--- src/design/iesm_pkg.sv ---
// Shared types and constants for the I/O expander shadow manager.
// Used by the channel interfaces and the top level; depends on nothing.
`timescale 1ns / 1ps

package iesm_pkg;

  localparam int unsigned PORT_COUNT_DEF = 16;
  localparam int unsigned WORD_W         = 16;
  localparam int unsigned PORT_W         = 5;
  localparam int unsigned TIME_W         = 48;
  localparam int unsigned POLL_W         = 20;
  localparam int unsigned CFG_IDX_W      = 2;
  localparam int unsigned CFG_DATA_W     = 20;

  localparam logic [POLL_W-1:0] POLL_RESET = 20'd1000;

  localparam logic [CFG_IDX_W-1:0] CFG_INITIAL_OUTPUT = 2'd0;
  localparam logic [CFG_IDX_W-1:0] CFG_USE_INTERRUPT  = 2'd1;
  localparam logic [CFG_IDX_W-1:0] CFG_POLL_INTERVAL  = 2'd2;

  typedef enum logic [2:0] {
    OP_CLAIM      = 3'd0,
    OP_WRITE      = 3'd1,
    OP_READ       = 3'd2,
    OP_BUS_TURN   = 3'd3,
    OP_INPUT_RX   = 3'd4,
    OP_SET_ENABLE = 3'd5
  } op_t;

  typedef enum logic [1:0] {
    ST_OK       = 2'd0,
    ST_CONFLICT = 2'd1,
    ST_BAD_PORT = 2'd2
  } status_t;

  typedef struct packed {
    op_t               op;
    logic [PORT_W-1:0] port;
    logic              as_output;
    logic              level;
    logic              enable;
    logic [WORD_W-1:0] input_word;
    logic              read_ok;
    logic              interrupt_low;
    logic [TIME_W-1:0] now_us;
  } in_item_t;

  typedef struct packed {
    status_t           status;
    logic              read_level;
    logic              dir_write_valid;
    logic [WORD_W-1:0] dir_write_value;
    logic              out_write_valid;
    logic [WORD_W-1:0] out_write_value;
    logic              read_request;
    logic              bus_busy;
  } result_t;

endpackage

--- src/design/iesm_in_if.sv ---
// Input channel of the shadow manager: valid, ready and one operation beat.
// Depends on iesm_pkg for the field widths.
`timescale 1ns / 1ps

interface iesm_in_if import iesm_pkg::*; ();
  logic              valid;
  logic              ready;
  logic [2:0]        op;
  logic [PORT_W-1:0] port;
  logic              as_output;
  logic              level;
  logic              enable;
  logic [WORD_W-1:0] input_word;
  logic              read_ok;
  logic              interrupt_low;
  logic [TIME_W-1:0] now_us;

  modport source (
    output valid, op, port, as_output, level, enable, input_word, read_ok,
           interrupt_low, now_us,
    input  ready
  );

  modport sink (
    input  valid, op, port, as_output, level, enable, input_word, read_ok,
           interrupt_low, now_us,
    output ready
  );
endinterface

--- src/design/iesm_out_if.sv ---
// Result channel of the shadow manager: valid, ready and one result beat.
// Depends on iesm_pkg for the field widths.
`timescale 1ns / 1ps

interface iesm_out_if import iesm_pkg::*; ();
  logic              valid;
  logic              ready;
  logic [1:0]        status;
  logic              read_level;
  logic              dir_write_valid;
  logic [WORD_W-1:0] dir_write_value;
  logic              out_write_valid;
  logic [WORD_W-1:0] out_write_value;
  logic              read_request;
  logic              bus_busy;

  modport source (
    output valid, status, read_level, dir_write_valid, dir_write_value,
           out_write_valid, out_write_value, read_request, bus_busy,
    input  ready
  );

  modport sink (
    input  valid, status, read_level, dir_write_valid, dir_write_value,
           out_write_valid, out_write_value, read_request, bus_busy,
    output ready
  );
endinterface

--- src/design/iesm_cfg_if.sv ---
// Configuration write channel: valid, ready, register index and write data.
// Depends on iesm_pkg for the field widths.
`timescale 1ns / 1ps

interface iesm_cfg_if import iesm_pkg::*; ();
  logic                  valid;
  logic                  ready;
  logic [CFG_IDX_W-1:0]  index;
  logic [CFG_DATA_W-1:0] data;

  modport source (output valid, index, data, input ready);
  modport sink   (input valid, index, data, output ready);
endinterface

--- src/design/io_expander_shadow_manager_top.sv ---
// Top level of the I/O expander shadow manager: claims, port access, bus turns.
// Depends on iesm_pkg and the three channel interfaces.
`timescale 1ns / 1ps

// It takes one operation beat per cycle unless the result channel stalls,
// and returns exactly one result beat for it: the beat is captured in an input
// register, the shadow words are updated and the result is computed when that
// register advances, and the result waits in an output register until it is
// taken. This sustained rate is set by the single update stage that reads and
// writes the shadow state. Configuration writes are taken at any time (ready
// is always high) but are meant for idle periods only.

module io_expander_shadow_manager_top
  import iesm_pkg::*;
#(
  parameter int unsigned PORT_COUNT = PORT_COUNT_DEF
) (
  input  logic        clk,
  input  logic        rst_n,
  iesm_in_if.sink     in_bus,
  iesm_out_if.source  out_bus,
  iesm_cfg_if.sink    cfg_bus
);

  localparam int unsigned PC = PORT_COUNT;

  logic          s1_valid_r, s1_valid_nxt;
  in_item_t      s1_r;
  logic          out_valid_r, out_valid_nxt;
  result_t       res_r, res_nxt;

  logic [PC-1:0] claimed_r, claimed_nxt;
  logic [PC-1:0] claimed_out_r, claimed_out_nxt;
  logic [PC-1:0] port_modes_r, port_modes_nxt;
  logic          outputs_on_r, outputs_on_nxt;
  logic [PC-1:0] dir_pending_r, dir_pending_nxt;
  logic [PC-1:0] dir_sent_r, dir_sent_nxt;
  logic [PC-1:0] out_pending_r, out_pending_nxt;
  logic [PC-1:0] out_sent_r, out_sent_nxt;
  logic [PC-1:0] input_image_r, input_image_nxt;
  logic [TIME_W-1:0] next_read_r, next_read_nxt;
  logic          use_int_r, use_int_nxt;
  logic [POLL_W-1:0] poll_r, poll_nxt;

  logic          s1_adv;
  logic          in_ready;
  logic          s1_fire;
  logic          cfg_fire;
  in_item_t      in_item;
  logic [PC-1:0] bitm;
  logic          in_range;
  logic          conflict;
  logic [PC-1:0] modes_claim;
  logic [PC-1:0] read_src;
  logic          rd;
  logic [TIME_W-1:0] next_time;

  assign s1_adv   = !out_valid_r || out_bus.ready;
  assign in_ready = !s1_valid_r || s1_adv;
  assign s1_fire  = s1_valid_r && s1_adv;
  assign cfg_fire = cfg_bus.valid && cfg_bus.ready;

  assign in_bus.ready  = in_ready;
  assign cfg_bus.ready = 1'b1;

  assign in_item.op            = op_t'(in_bus.op);
  assign in_item.port          = in_bus.port;
  assign in_item.as_output     = in_bus.as_output;
  assign in_item.level         = in_bus.level;
  assign in_item.enable        = in_bus.enable;
  assign in_item.input_word    = in_bus.input_word;
  assign in_item.read_ok       = in_bus.read_ok;
  assign in_item.interrupt_low = in_bus.interrupt_low;
  assign in_item.now_us        = in_bus.now_us;

  always_comb begin
    for (int i = 0; i < PC; i++) begin
      bitm[i] = (s1_r.port == PORT_W'(i));
    end
  end

  assign in_range    = |bitm;
  assign conflict    = |(claimed_r & bitm) && (s1_r.as_output || |(claimed_out_r & bitm));
  assign modes_claim = s1_r.as_output ? (port_modes_r & ~bitm) : (port_modes_r | bitm);
  assign read_src    = (dir_sent_r & input_image_r) | (~dir_sent_r & out_sent_r);
  assign rd          = use_int_r ? s1_r.interrupt_low : (s1_r.now_us >= next_read_r);
  assign next_time   = s1_r.now_us + TIME_W'(poll_r);

  always_comb begin
    s1_valid_nxt    = in_ready ? in_bus.valid : s1_valid_r;
    out_valid_nxt   = s1_adv ? s1_valid_r : out_valid_r;
    res_nxt         = '0;
    claimed_nxt     = claimed_r;
    claimed_out_nxt = claimed_out_r;
    port_modes_nxt  = port_modes_r;
    outputs_on_nxt  = outputs_on_r;
    dir_pending_nxt = dir_pending_r;
    dir_sent_nxt    = dir_sent_r;
    out_pending_nxt = out_pending_r;
    out_sent_nxt    = out_sent_r;
    input_image_nxt = input_image_r;
    next_read_nxt   = next_read_r;
    use_int_nxt     = use_int_r;
    poll_nxt        = poll_r;

    if (s1_fire) begin
      unique case (s1_r.op)
        OP_CLAIM: begin
          if (!in_range) begin
            res_nxt.status = ST_BAD_PORT;
          end else if (conflict) begin
            res_nxt.status = ST_CONFLICT;
          end else begin
            claimed_nxt     = claimed_r | bitm;
            claimed_out_nxt = s1_r.as_output ? (claimed_out_r | bitm)
                                             : (claimed_out_r & ~bitm);
            port_modes_nxt  = modes_claim;
            if (outputs_on_r) begin
              dir_pending_nxt = modes_claim;
            end
          end
        end
        OP_WRITE: begin
          out_pending_nxt = s1_r.level ? (out_pending_r | bitm) : (out_pending_r & ~bitm);
        end
        OP_READ: begin
          res_nxt.read_level = |(bitm & read_src);
        end
        OP_BUS_TURN: begin
          if (dir_pending_r != dir_sent_r) begin
            dir_sent_nxt            = dir_pending_r;
            res_nxt.dir_write_valid = 1'b1;
            res_nxt.dir_write_value = WORD_W'(dir_pending_r);
          end
          if (out_pending_r != out_sent_r) begin
            out_sent_nxt            = out_pending_r;
            res_nxt.out_write_valid = 1'b1;
            res_nxt.out_write_value = WORD_W'(out_pending_r);
          end
          if (rd) begin
            res_nxt.read_request = 1'b1;
            next_read_nxt        = next_time;
          end
          res_nxt.bus_busy = (dir_pending_r != dir_sent_r) ||
                             (out_pending_r != out_sent_r) || rd;
        end
        OP_INPUT_RX: begin
          if (s1_r.read_ok) begin
            input_image_nxt = PC'(s1_r.input_word);
          end
        end
        OP_SET_ENABLE: begin
          outputs_on_nxt  = s1_r.enable;
          dir_pending_nxt = s1_r.enable ? port_modes_r : '1;
        end
        default: begin
        end
      endcase
    end

    if (cfg_fire) begin
      unique case (cfg_bus.index)
        CFG_INITIAL_OUTPUT: begin
          out_pending_nxt = PC'(cfg_bus.data[WORD_W-1:0]);
          out_sent_nxt    = PC'(cfg_bus.data[WORD_W-1:0]);
        end
        CFG_USE_INTERRUPT: begin
          use_int_nxt = cfg_bus.data[0];
        end
        CFG_POLL_INTERVAL: begin
          poll_nxt = cfg_bus.data[POLL_W-1:0];
        end
        default: begin
        end
      endcase
    end
  end

  always_ff @(posedge clk) begin
    if (!rst_n) begin
      s1_valid_r    <= 1'b0;
      out_valid_r   <= 1'b0;
      claimed_r     <= '0;
      claimed_out_r <= '0;
      port_modes_r  <= '1;
      outputs_on_r  <= 1'b0;
      dir_pending_r <= '1;
      dir_sent_r    <= '1;
      out_pending_r <= '0;
      out_sent_r    <= '0;
      input_image_r <= '0;
      next_read_r   <= '0;
      use_int_r     <= 1'b0;
      poll_r        <= POLL_RESET;
    end else begin
      s1_valid_r    <= s1_valid_nxt;
      out_valid_r   <= out_valid_nxt;
      claimed_r     <= claimed_nxt;
      claimed_out_r <= claimed_out_nxt;
      port_modes_r  <= port_modes_nxt;
      outputs_on_r  <= outputs_on_nxt;
      dir_pending_r <= dir_pending_nxt;
      dir_sent_r    <= dir_sent_nxt;
      out_pending_r <= out_pending_nxt;
      out_sent_r    <= out_sent_nxt;
      input_image_r <= input_image_nxt;
      next_read_r   <= next_read_nxt;
      use_int_r     <= use_int_nxt;
      poll_r        <= poll_nxt;
    end
  end

  always_ff @(posedge clk) begin
    if (in_ready && in_bus.valid) begin
      s1_r <= in_item;
    end
    if (s1_fire) begin
      res_r <= res_nxt;
    end
  end

  assign out_bus.valid           = out_valid_r;
  assign out_bus.status          = res_r.status;
  assign out_bus.read_level      = res_r.read_level;
  assign out_bus.dir_write_valid = res_r.dir_write_valid;
  assign out_bus.dir_write_value = res_r.dir_write_value;
  assign out_bus.out_write_valid = res_r.out_write_valid;
  assign out_bus.out_write_value = res_r.out_write_value;
  assign out_bus.read_request    = res_r.read_request;
  assign out_bus.bus_busy        = res_r.bus_busy;

endmodule

--- src/flat_wrapper.sv ---
// flat-port wrapper written by rule: the top's interface ports become plain ports
module io_expander_shadow_manager_top_flat import iesm_pkg::*;
#(
  parameter int unsigned PORT_COUNT = PORT_COUNT_DEF
)
  (clk, rst_n, in_bus_valid, in_bus_op, in_bus_port, in_bus_as_output, in_bus_level, in_bus_enable, in_bus_input_word, in_bus_read_ok, in_bus_interrupt_low, in_bus_now_us, in_bus_ready, out_bus_valid, out_bus_status, out_bus_read_level, out_bus_dir_write_valid, out_bus_dir_write_value, out_bus_out_write_valid, out_bus_out_write_value, out_bus_read_request, out_bus_bus_busy, out_bus_ready, cfg_bus_valid, cfg_bus_index, cfg_bus_data, cfg_bus_ready);
  iesm_in_if in_bus_i ();
  iesm_out_if out_bus_i ();
  iesm_cfg_if cfg_bus_i ();
  input  logic clk;
  input  logic rst_n;
  input wire logic [$bits(in_bus_i.valid)-1:0] in_bus_valid;
  input wire logic [$bits(in_bus_i.op)-1:0] in_bus_op;
  input wire logic [$bits(in_bus_i.port)-1:0] in_bus_port;
  input wire logic [$bits(in_bus_i.as_output)-1:0] in_bus_as_output;
  input wire logic [$bits(in_bus_i.level)-1:0] in_bus_level;
  input wire logic [$bits(in_bus_i.enable)-1:0] in_bus_enable;
  input wire logic [$bits(in_bus_i.input_word)-1:0] in_bus_input_word;
  input wire logic [$bits(in_bus_i.read_ok)-1:0] in_bus_read_ok;
  input wire logic [$bits(in_bus_i.interrupt_low)-1:0] in_bus_interrupt_low;
  input wire logic [$bits(in_bus_i.now_us)-1:0] in_bus_now_us;
  output wire logic [$bits(in_bus_i.ready)-1:0] in_bus_ready;
  output wire logic [$bits(out_bus_i.valid)-1:0] out_bus_valid;
  output wire logic [$bits(out_bus_i.status)-1:0] out_bus_status;
  output wire logic [$bits(out_bus_i.read_level)-1:0] out_bus_read_level;
  output wire logic [$bits(out_bus_i.dir_write_valid)-1:0] out_bus_dir_write_valid;
  output wire logic [$bits(out_bus_i.dir_write_value)-1:0] out_bus_dir_write_value;
  output wire logic [$bits(out_bus_i.out_write_valid)-1:0] out_bus_out_write_valid;
  output wire logic [$bits(out_bus_i.out_write_value)-1:0] out_bus_out_write_value;
  output wire logic [$bits(out_bus_i.read_request)-1:0] out_bus_read_request;
  output wire logic [$bits(out_bus_i.bus_busy)-1:0] out_bus_bus_busy;
  input wire logic [$bits(out_bus_i.ready)-1:0] out_bus_ready;
  input wire logic [$bits(cfg_bus_i.valid)-1:0] cfg_bus_valid;
  input wire logic [$bits(cfg_bus_i.index)-1:0] cfg_bus_index;
  input wire logic [$bits(cfg_bus_i.data)-1:0] cfg_bus_data;
  output wire logic [$bits(cfg_bus_i.ready)-1:0] cfg_bus_ready;
  assign in_bus_i.valid = in_bus_valid;
  assign in_bus_i.op = in_bus_op;
  assign in_bus_i.port = in_bus_port;
  assign in_bus_i.as_output = in_bus_as_output;
  assign in_bus_i.level = in_bus_level;
  assign in_bus_i.enable = in_bus_enable;
  assign in_bus_i.input_word = in_bus_input_word;
  assign in_bus_i.read_ok = in_bus_read_ok;
  assign in_bus_i.interrupt_low = in_bus_interrupt_low;
  assign in_bus_i.now_us = in_bus_now_us;
  assign in_bus_ready = in_bus_i.ready;
  assign out_bus_valid = out_bus_i.valid;
  assign out_bus_status = out_bus_i.status;
  assign out_bus_read_level = out_bus_i.read_level;
  assign out_bus_dir_write_valid = out_bus_i.dir_write_valid;
  assign out_bus_dir_write_value = out_bus_i.dir_write_value;
  assign out_bus_out_write_valid = out_bus_i.out_write_valid;
  assign out_bus_out_write_value = out_bus_i.out_write_value;
  assign out_bus_read_request = out_bus_i.read_request;
  assign out_bus_bus_busy = out_bus_i.bus_busy;
  assign out_bus_i.ready = out_bus_ready;
  assign cfg_bus_i.valid = cfg_bus_valid;
  assign cfg_bus_i.index = cfg_bus_index;
  assign cfg_bus_i.data = cfg_bus_data;
  assign cfg_bus_ready = cfg_bus_i.ready;
  io_expander_shadow_manager_top #(.PORT_COUNT(PORT_COUNT)) u_core (.clk(clk), .rst_n(rst_n), .in_bus(in_bus_i), .out_bus(out_bus_i), .cfg_bus(cfg_bus_i));
endmodule
--- config.mk ---
export PLATFORM = sky130hd
export DESIGN_NAME = io_expander_shadow_manager_top_flat
export DESIGN_NICKNAME = d
export VERILOG_FILES = /design/src/design/iesm_pkg.sv /design/src/design/iesm_in_if.sv /design/src/design/iesm_out_if.sv /design/src/design/iesm_cfg_if.sv /design/src/design/io_expander_shadow_manager_top.sv /design/src/flat_wrapper.sv
export SDC_FILE = /design/constraint.sdc
export NUM_CORES = 1
export LEC_CHECK = 0
export BUFFER_PORTS_ARGS = -buffer_cell sky130_fd_sc_hd__buf_2
export CORE_MARGIN = 2
export CORE_UTILIZATION = 40
export CTS_CLUSTER_DIAMETER = 80
export DETAILED_ROUTE_END_ITERATION = 10
export HOLD_SLACK_MARGIN = 0.08
export PLACE_DENSITY = 0.71
export SLEW_MARGIN = 20
export SYNTH_ARGS = -nofsm -noshare
export SYNTH_HDL_FRONTEND = slang
export SYNTH_SLANG_ARGS = --single-unit
--- constraint.sdc ---
create_clock -name clk -period 3 [get_ports clk]
set_clock_uncertainty 0.05 [all_clocks]
set_input_delay 0.6 -clock clk [delete_from_list [all_inputs] [get_ports clk]]
set_output_delay 0.6 -clock clk [all_outputs]
set_load 0.05 [all_outputs]
==> results of run 1 <==
power by group:
group,total (uW),leakage (uW),switching [uW],internal [uW]
registers,4720,0.00276,129,4590
clock network,4330,0.000564,1790,2530
logic,963,0.00319,598,365
total,10000,0.00652,2520,7490
metrics by stage:
step                cell area (um^2)  util [%]  setup WS (ps)  power [uW]  instances
global route                   18000      47.8           2.68       10400       2253
floorplan                      15400         -           89.1        5400       1564
CTS                            17900      47.5            114       10100       2245
detailed placement             16800      44.5            126        5750       2179
finish                         18000      47.8            159       10000       2253
global placement               16800      44.5            171        5730       2179
final cells by class:
type	count	area, um^2	share of cell area [%]
multi-input combinational	1097	7320	40.6
antenna	2	5.00	0.0277
clock inverter	15	141	0.783
timing repair buffer	197	1200	6.66
clock buffer	51	1010	5.59
inverter	64	241	1.34
tap	511	639	3.54
sequential	316	7490	41.5
logic make-up (layout without fill, tap and decap cells):
group,after synthesis,in the layout
and+or+nand+nor,455,455
xor gates and xnor gates,69,69
other,1,3
DFF,316,316
adders and majority gates,69,69
muxes,103,103
AOI/OAI and AO/OA,400,400
buffers and inverters,151,327
critical path, delay by kind of cell, from the launching register on:
family | cells | cell delay [ps]
AND/OR/NAND/NOR | 3 | 1050
AO/OA/AOI/OAI | 3 | 570
flip-flops | 1 | 480
adder cells (fa/ha/maj) | 1 | 370
buffers and inverters | 1 | 220
cell usage in the layout, fill, tap and decap left out, types with 9 or more instances in the layout:
master     count
edfxtp_1     116
a21o_1        10
buf_4         45
o21a_1        18
nand2_1      162
o21ai_0       45
dfxtp_1      200
ha_1          65
o22ai_1       25
clkinv_2       9
nand4_1       28
mux2i_1      101
clkbuf_16     37
xnor2_1       58
nand3_1       58
a211oi_1      28
nor4_1        10
nor2_2        13
a21oi_1      184
and2_1        39
o211ai_1       9
buf_2        144
nor2_1        70
xor2_1        11
a311o_1       17
inv_1         62
o21ai_1       22
clkbuf_1      11
nor3_1        13
registers in the layout, indices dropped and copies added, names as in the netlist, 16 cells and up, named ones only:
register and cells:
u_core.s1_r 77, u_core.dir_sent_r 16, u_core.out_bus.dir_write_value 16, u_core.out_sent_r 16, u_core.out_bus.out_write_value 16, u_core.port_modes_r 16
u_core.input_image_r 16, u_core.next_read_r 48, u_core.out_pending_r 16, u_core.dir_pending_r 16, u_core.claimed_r 16, u_core.poll_r 20
metal layers:
layer  global-route usage (%)  vias up  wire (um)
met5                        0        -          0
met4                     7.33        0       1360
met3                     2.79       89       2260
met2                     35.0      357      20100
met1                     26.8     5733      17800
li1                         -     5973          -
worst max-delay path by stage:
stage                               startpoint                endpoint  slack [ps]
after global routing           u_core.s1_r[30]  u_core.next_read_r[36]           3
final                          u_core.s1_r[30]  u_core.next_read_r[36]         160
after detailed placement       u_core.s1_r[23]  u_core.next_read_r[47]         130
after CTS                      u_core.s1_r[43]   u_core.next_read_r[0]         110
after floorplan           u_core.out_bus.valid  u_core.next_read_r[42]          90
after global placement         u_core.s1_r[41]   u_core.next_read_r[0]         170
what timing repair did:
item                                    CTS  global route
endpoints found under the setup margin    0            14
hold buffers                              0             0
gates resized for setup                   0            13
buffers inserted                          0             6
==> summary.txt, run 1 <==
Timing
  – Setup TNS: 0 ps
  – Worst hold slack: 195 ps
  – Slew Viols, Final: 0
  – Fin crit share: between 90 and 100%
  – Fin. Hold Viols: 0
  – # setup viols final: 0
  – Fmax: ~0.35 GHz
  – RSZ-0062 raised after global routing: no
  – Max_slew headroom: between 30% and 40%
  – Worst-Margin Slew: between 900 and 1000 ps
  – Post-layout minimum cycle time: about 2800 ps

Clock network
  – Total CTS buffers: 36
  – Root Buffer: clkbuf_16
  – CTS sink cnt: between 300 and 400
  – CTS H-tree depth: 2
  – Clk buf depth: 3
  – CTS tree: built
  – Worst-path clk slew: 60 ps
  – Insertion delay to the later sink of the worst-skew pair: around 530 ps

Layout
  – Fillers: ~3500
  – Area Overhead vs Synth: 17.5%
  – Nets: approximately 1900
  – Share of cells above drive strength 1: between 10% and 20%

Min path
  – Hold Path Class: in -> reg
  – Hold path start: in_bus_now_us[27]
  – Worst Hold Path EP: u_core.s1_r[27]
  – Cell depth of the worst hold path: 1

Drt
  – Remaining DRCs: 0
  – Via density: between 5 and 6
  – Detailed Route Iter0 Violations: ~900
  – DR WL/cell: ~18 um
  – Antenna-violating nets left: 0
  – Via count: roughly 12000
  – Final Routed Wirelength: about 42000 um
  – DRT Pass-1 Iters: 5

Setup path
  – Critical path required time: 3380 ps
  – R2R setup slack: around 160 ps
  – Reg2Reg Depth: 8
  – Worst path cell trace: ha_1 -> nand4_1 -> or4_1 -> nor2_1 -> a211o_1 -> buf_12 -> a21oi_1 -> a211oi_1
  – CP peak stage delay: 580 ps
  – Worst-path maximum fanout: 36
  – Reg2reg start: u_core.s1_r[30]
  – CP arrival: 3220 ps
  – CP max-delay cell: or4_1
  – Crit. End Element: flop
  – CP Class: reg -> reg
  – CP Launch Type: flop
  – Worst R2R End: u_core.next_read_r[36]

Placed design
  – Routability congestion estimate: 0.919
  – Buffers on Ports: about 140
  – HPWL Detailed: between 30000 and 40000 um

Global routing
  – First-pass GRT wire length: 63900 um
  – All-Layer GR Usage: about a fifth
  – Initial antenna violation count: 3
  – Largest net degree at the start of global routing: between 60 and 70
  – Number of global-route vias before repair: approximately 12000
  – GRT overflow: 0

Yosys
  – Post-synth top flop: dfxtp_1
  – Post-synth top cells: dfxtp_1 (200), a21oi_1 (184), nand2_1 (162)
  – Avg Cell Area, Syn: between 9 and 10 um^2
  – Post-synthesis adder-cell area fraction: 5.67%
  – #FFs+latches synth: approximately 320
  – Mapped Cells: around 1600
  – Register area share after synthesis: between 40% and 50%
  – Post-synthesis mux area share: 6.73%
  – Synth unique cells: 77
  – Top-area cell type share of the netlist area: between 20% and 30%
  – Async set-or-reset flop fraction in the synthesized netlist: 0%
  – Post-Synth XOR/XNOR Area: 3.94%
  – Compound-Gate Fraction of Synth Area: between 10% and 20%
  – Synth top area cells: dfxtp_1 (26%), edfxtp_1 (23%), mux2i_1 (6.6%), a21oi_1 (6.0%), ha_1 (5.5%)
  – Netlist Area Pre-Place: approximately 15000 um^2
  – Synth Warn #: 0
  – Top-count cell post-synth: dfxtp_1
  – Synth area leader: dfxtp_1
  – Number of synthesized flops with an enable pin: between 100 and 150
  – Largest family of logic cells by synthesized area: compound AO/OA/AOI/OAI gates
  – Post-Syn Nets: 1737
  – Synth Area in Simple Gates: 14.9%

Floorplan
  – Die area: approximately 40000 um^2
  – Starting Density: between 40% and 50%
  – Rows: between 70 and 80
  – Die W: approximately 200 um
  – DIE HEIGHT: 200 um
  – I/O pin count: between 100 and 150
  – Core area: ~38000 um^2

Run
  – Max-cap violations: 0

Power
  – Cell Pwr Density: between 500 and 600 nW/um^2
  – VDD IR max: between 0.4 and 0.5 mV
  – Leak Pwr: ~0.0065 uW

Run status
  – Status: complete, no violations
(Power assumes the default switching activity.)
==> run 2, diff against run 1 <==
--- a/config.mk
+++ b/config.mk
@@ -8,6 +8,7 @@
 export BUFFER_PORTS_ARGS = -buffer_cell sky130_fd_sc_hd__buf_2
 export CORE_MARGIN = 2
 export CORE_UTILIZATION = 40
+export CTS_BUF_LIST = sky130_fd_sc_hd__clkbuf_4 sky130_fd_sc_hd__clkbuf_8 sky130_fd_sc_hd__clkbuf_16
 export CTS_CLUSTER_DIAMETER = 80
 export DETAILED_ROUTE_END_ITERATION = 10
 export HOLD_SLACK_MARGIN = 0.08
==> summary.txt, run 2 (same netlist as run 1, synthesis figures left out) <==
Power
  – VDD IR max: 0.427 mV (was 0.422 mV)
  – Leak Pwr: 0.00655 uW (was 0.00652 uW)
  – Cell Pwr Density: 559 nW/um^2 (was 555 nW/um^2)

Clock network
  – Clk buf depth: 3 (unchanged)
  – CTS H-tree depth: 2 (unchanged)
  – Insertion delay to the later sink of the worst-skew pair: 530 ps (about the same)
  – Root Buffer: clkbuf_16 (unchanged)
  – CTS sink cnt: 316 (unchanged)
  – Worst-path clk slew: 60 ps (about the same)
  – CTS tree: built (unchanged)
  – Total CTS buffers: 36 (unchanged)

Setup path
  – Worst-path maximum fanout: 32 (was 36)
  – Worst path cell trace: nor2_1 -> nand3_1 -> o211ai_1 -> nor4_2 -> buf_4 -> o2111ai_2 -> buf_4 -> a21oi_1 -> a311o_1 (was ha_1 -> nand4_1 -> or4_1 -> nor2_1 -> a211o_1 -> buf_12 -> a21oi_1 -> a211oi_1)
  – CP Class: reg -> reg (unchanged)
  – CP peak stage delay: 610 ps (was 580 ps)
  – Critical path required time: 3360 ps (was 3380 ps)
  – WP buf/inv: 2 (was 1)
  – CP Launch Type: flop (unchanged)
  – Crit. End Element: flop (unchanged)
  – Family with the most delay on the worst path: compound AO/OA/AOI/OAI gates (was simple AND/OR/NAND/NOR gates)
  – Cell mode on critical path: buf_4
  – CP arrival: 3210 ps (was 3220 ps)
  – CP max-delay cell: edfxtp_1 (was or4_1)

Floorplan
  – DIE HEIGHT: 200 um (unchanged)
  – Die W: 200 um (unchanged)
  – I/O pin count: 146 (unchanged)
  – Core area: 37800 um^2 (unchanged)
  – Die area: 40000 um^2 (unchanged)
  – Rows: 71 (unchanged)
  – Starting Density: 40.7% (unchanged)

Global routing
  – Initial antenna violation count: 3 (unchanged)
  – Number of global-route vias before repair: 11701 (was 11704)
  – First-pass GRT wire length: 63900 um (about the same)
  – GRT overflow: 0 (unchanged)
  – All-Layer GR Usage: 20.6% (about the same)
  – Largest net degree at the start of global routing: 66 (unchanged)

Drt
  – Via count: 12223 (was 12152)
  – Detailed Route Iter0 Violations: 1010 (was 896)
  – Final Routed Wirelength: 41600 um (was 41500 um)
  – Antenna-violating nets left: 0 (unchanged)
  – DR WL/cell: 18.5 um (was 18.4 um)
  – Remaining DRCs: 0 (unchanged)
  – Via density: 5.43 (was 5.39)
  – DRT Pass-1 Iters: 5 (unchanged)

Timing
  – Worst-Margin Slew: 949 ps (was 958 ps)
  – RSZ-0062 raised after global routing: no (unchanged)
  – # setup viols final: 0 (unchanged)
  – Fmax: 0.351 GHz (was 0.352 GHz)
  – Setup TNS: 0 ps (unchanged)
  – Fin. Hold Viols: 0 (unchanged)
  – Post-layout minimum cycle time: 2850 ps (was 2840 ps)
  – Slew Viols, Final: 0 (unchanged)
  – Max_slew headroom: 36.5% (was 35.9%)
  – Fin crit share: 94.8% (was 94.7%)

Placed design
  – Buffers on Ports: 144 (unchanged)
  – HPWL Detailed: 30100 um (unchanged)
  – Routability congestion estimate: 0.919 (unchanged)
  – Placed Area: 16800 um^2 (unchanged)
  – Placed Cells: 2179 (unchanged)

Layout
  – Nets: 1885 (unchanged)
  – Area Overhead vs Synth: 17.8% (was 17.5%)
  – Share of cells above drive strength 1: 17.7% (was 17.1%)
  – Fillers: 3458 (was 3459)
  – Top Registers: u_core.s1_r: 77 flops, u_core.next_read_r: 48 flops, u_core.poll_r: 20 flops (unchanged)
  – Largest Register: u_core.s1_r (unchanged)
  – Max reg flops: 77 (unchanged)
  – Post-route cell area: 18100 um^2 (was 18000 um^2)
  – Most common cell after layout, fill and taps aside: dfxtp_1 (unchanged)
  – Commonest cells after routing, fill and taps aside: dfxtp_1 (200), a21oi_1 (184), nand2_1 (162) (unchanged)
  – Final cell count without fillers: 2253 (unchanged)

Min path
  – Hold Path Class: in -> reg (unchanged)

Run
  – Max-cap violations: 0 (unchanged)

Run status
  – Status: complete, no violations (unchanged)
[run 2: report_power, final]
group	leakage [uW]	internal, uW	switching, uW	total, uW
Clock	0.000601	2630	1800	4440
Sequential	0.00276	4590	129	4720
Combinational	0.00319	365	597	962
[run 2: metrics by stage]
stage / hold WS, ps / utilization (%) / worst slack [ps] / power [uW]
after global placement: 389 / 44.5 / 171 / 5730
after global routing: 178 / 47.9 / 3.08 / 10500
after floorplan: 380 / - / 89.1 / 5400
after CTS: 177 / 47.6 / 114 / 10200
after detailed placement: 397 / 44.5 / 126 / 5750
final: 195 / 47.9 / 155 / 10100
[run 2: cell type report]
class	count	area, um^2	share of cell area, %
Antenna cell	2	5.00	0.0277
Sequential cell	316	7490	41.4
Clock inverter	15	141	0.782
Inverter	64	241	1.34
Tap cell	511	639	3.53
Clock buffer	51	1050	5.80
Timing Repair Buffer	197	1200	6.64
Multi-Input combinational cell	1097	7320	40.5
[run 2: repair_timing]
item,CTS,global route
hold buffers,0,0
setup buffers,0,6
gates resized for setup,0,13
setup endpoints to repair,0,14
[run 2: worst paths after layout]
check / from / to / slack (ps) / depth (start not counted)
max: u_core.s1_r[70] / u_core.dir_pending_r[5] / 150 / 9
min: in_bus_now_us[27] / u_core.s1_r[27] / 200 / 1
max reg2reg: u_core.s1_r[70] / u_core.dir_pending_r[5] / 150 / 9
min reg2reg: flop / flop / 410 / 2
[run 2: per-layer routing]
layer / global-route usage, % / wire length [um]
met1: 26.7 / 18000
met2: 35.0 / 20200
met3: 2.84 / 2210
met4: 7.38 / 1260
met5: 0 / 0
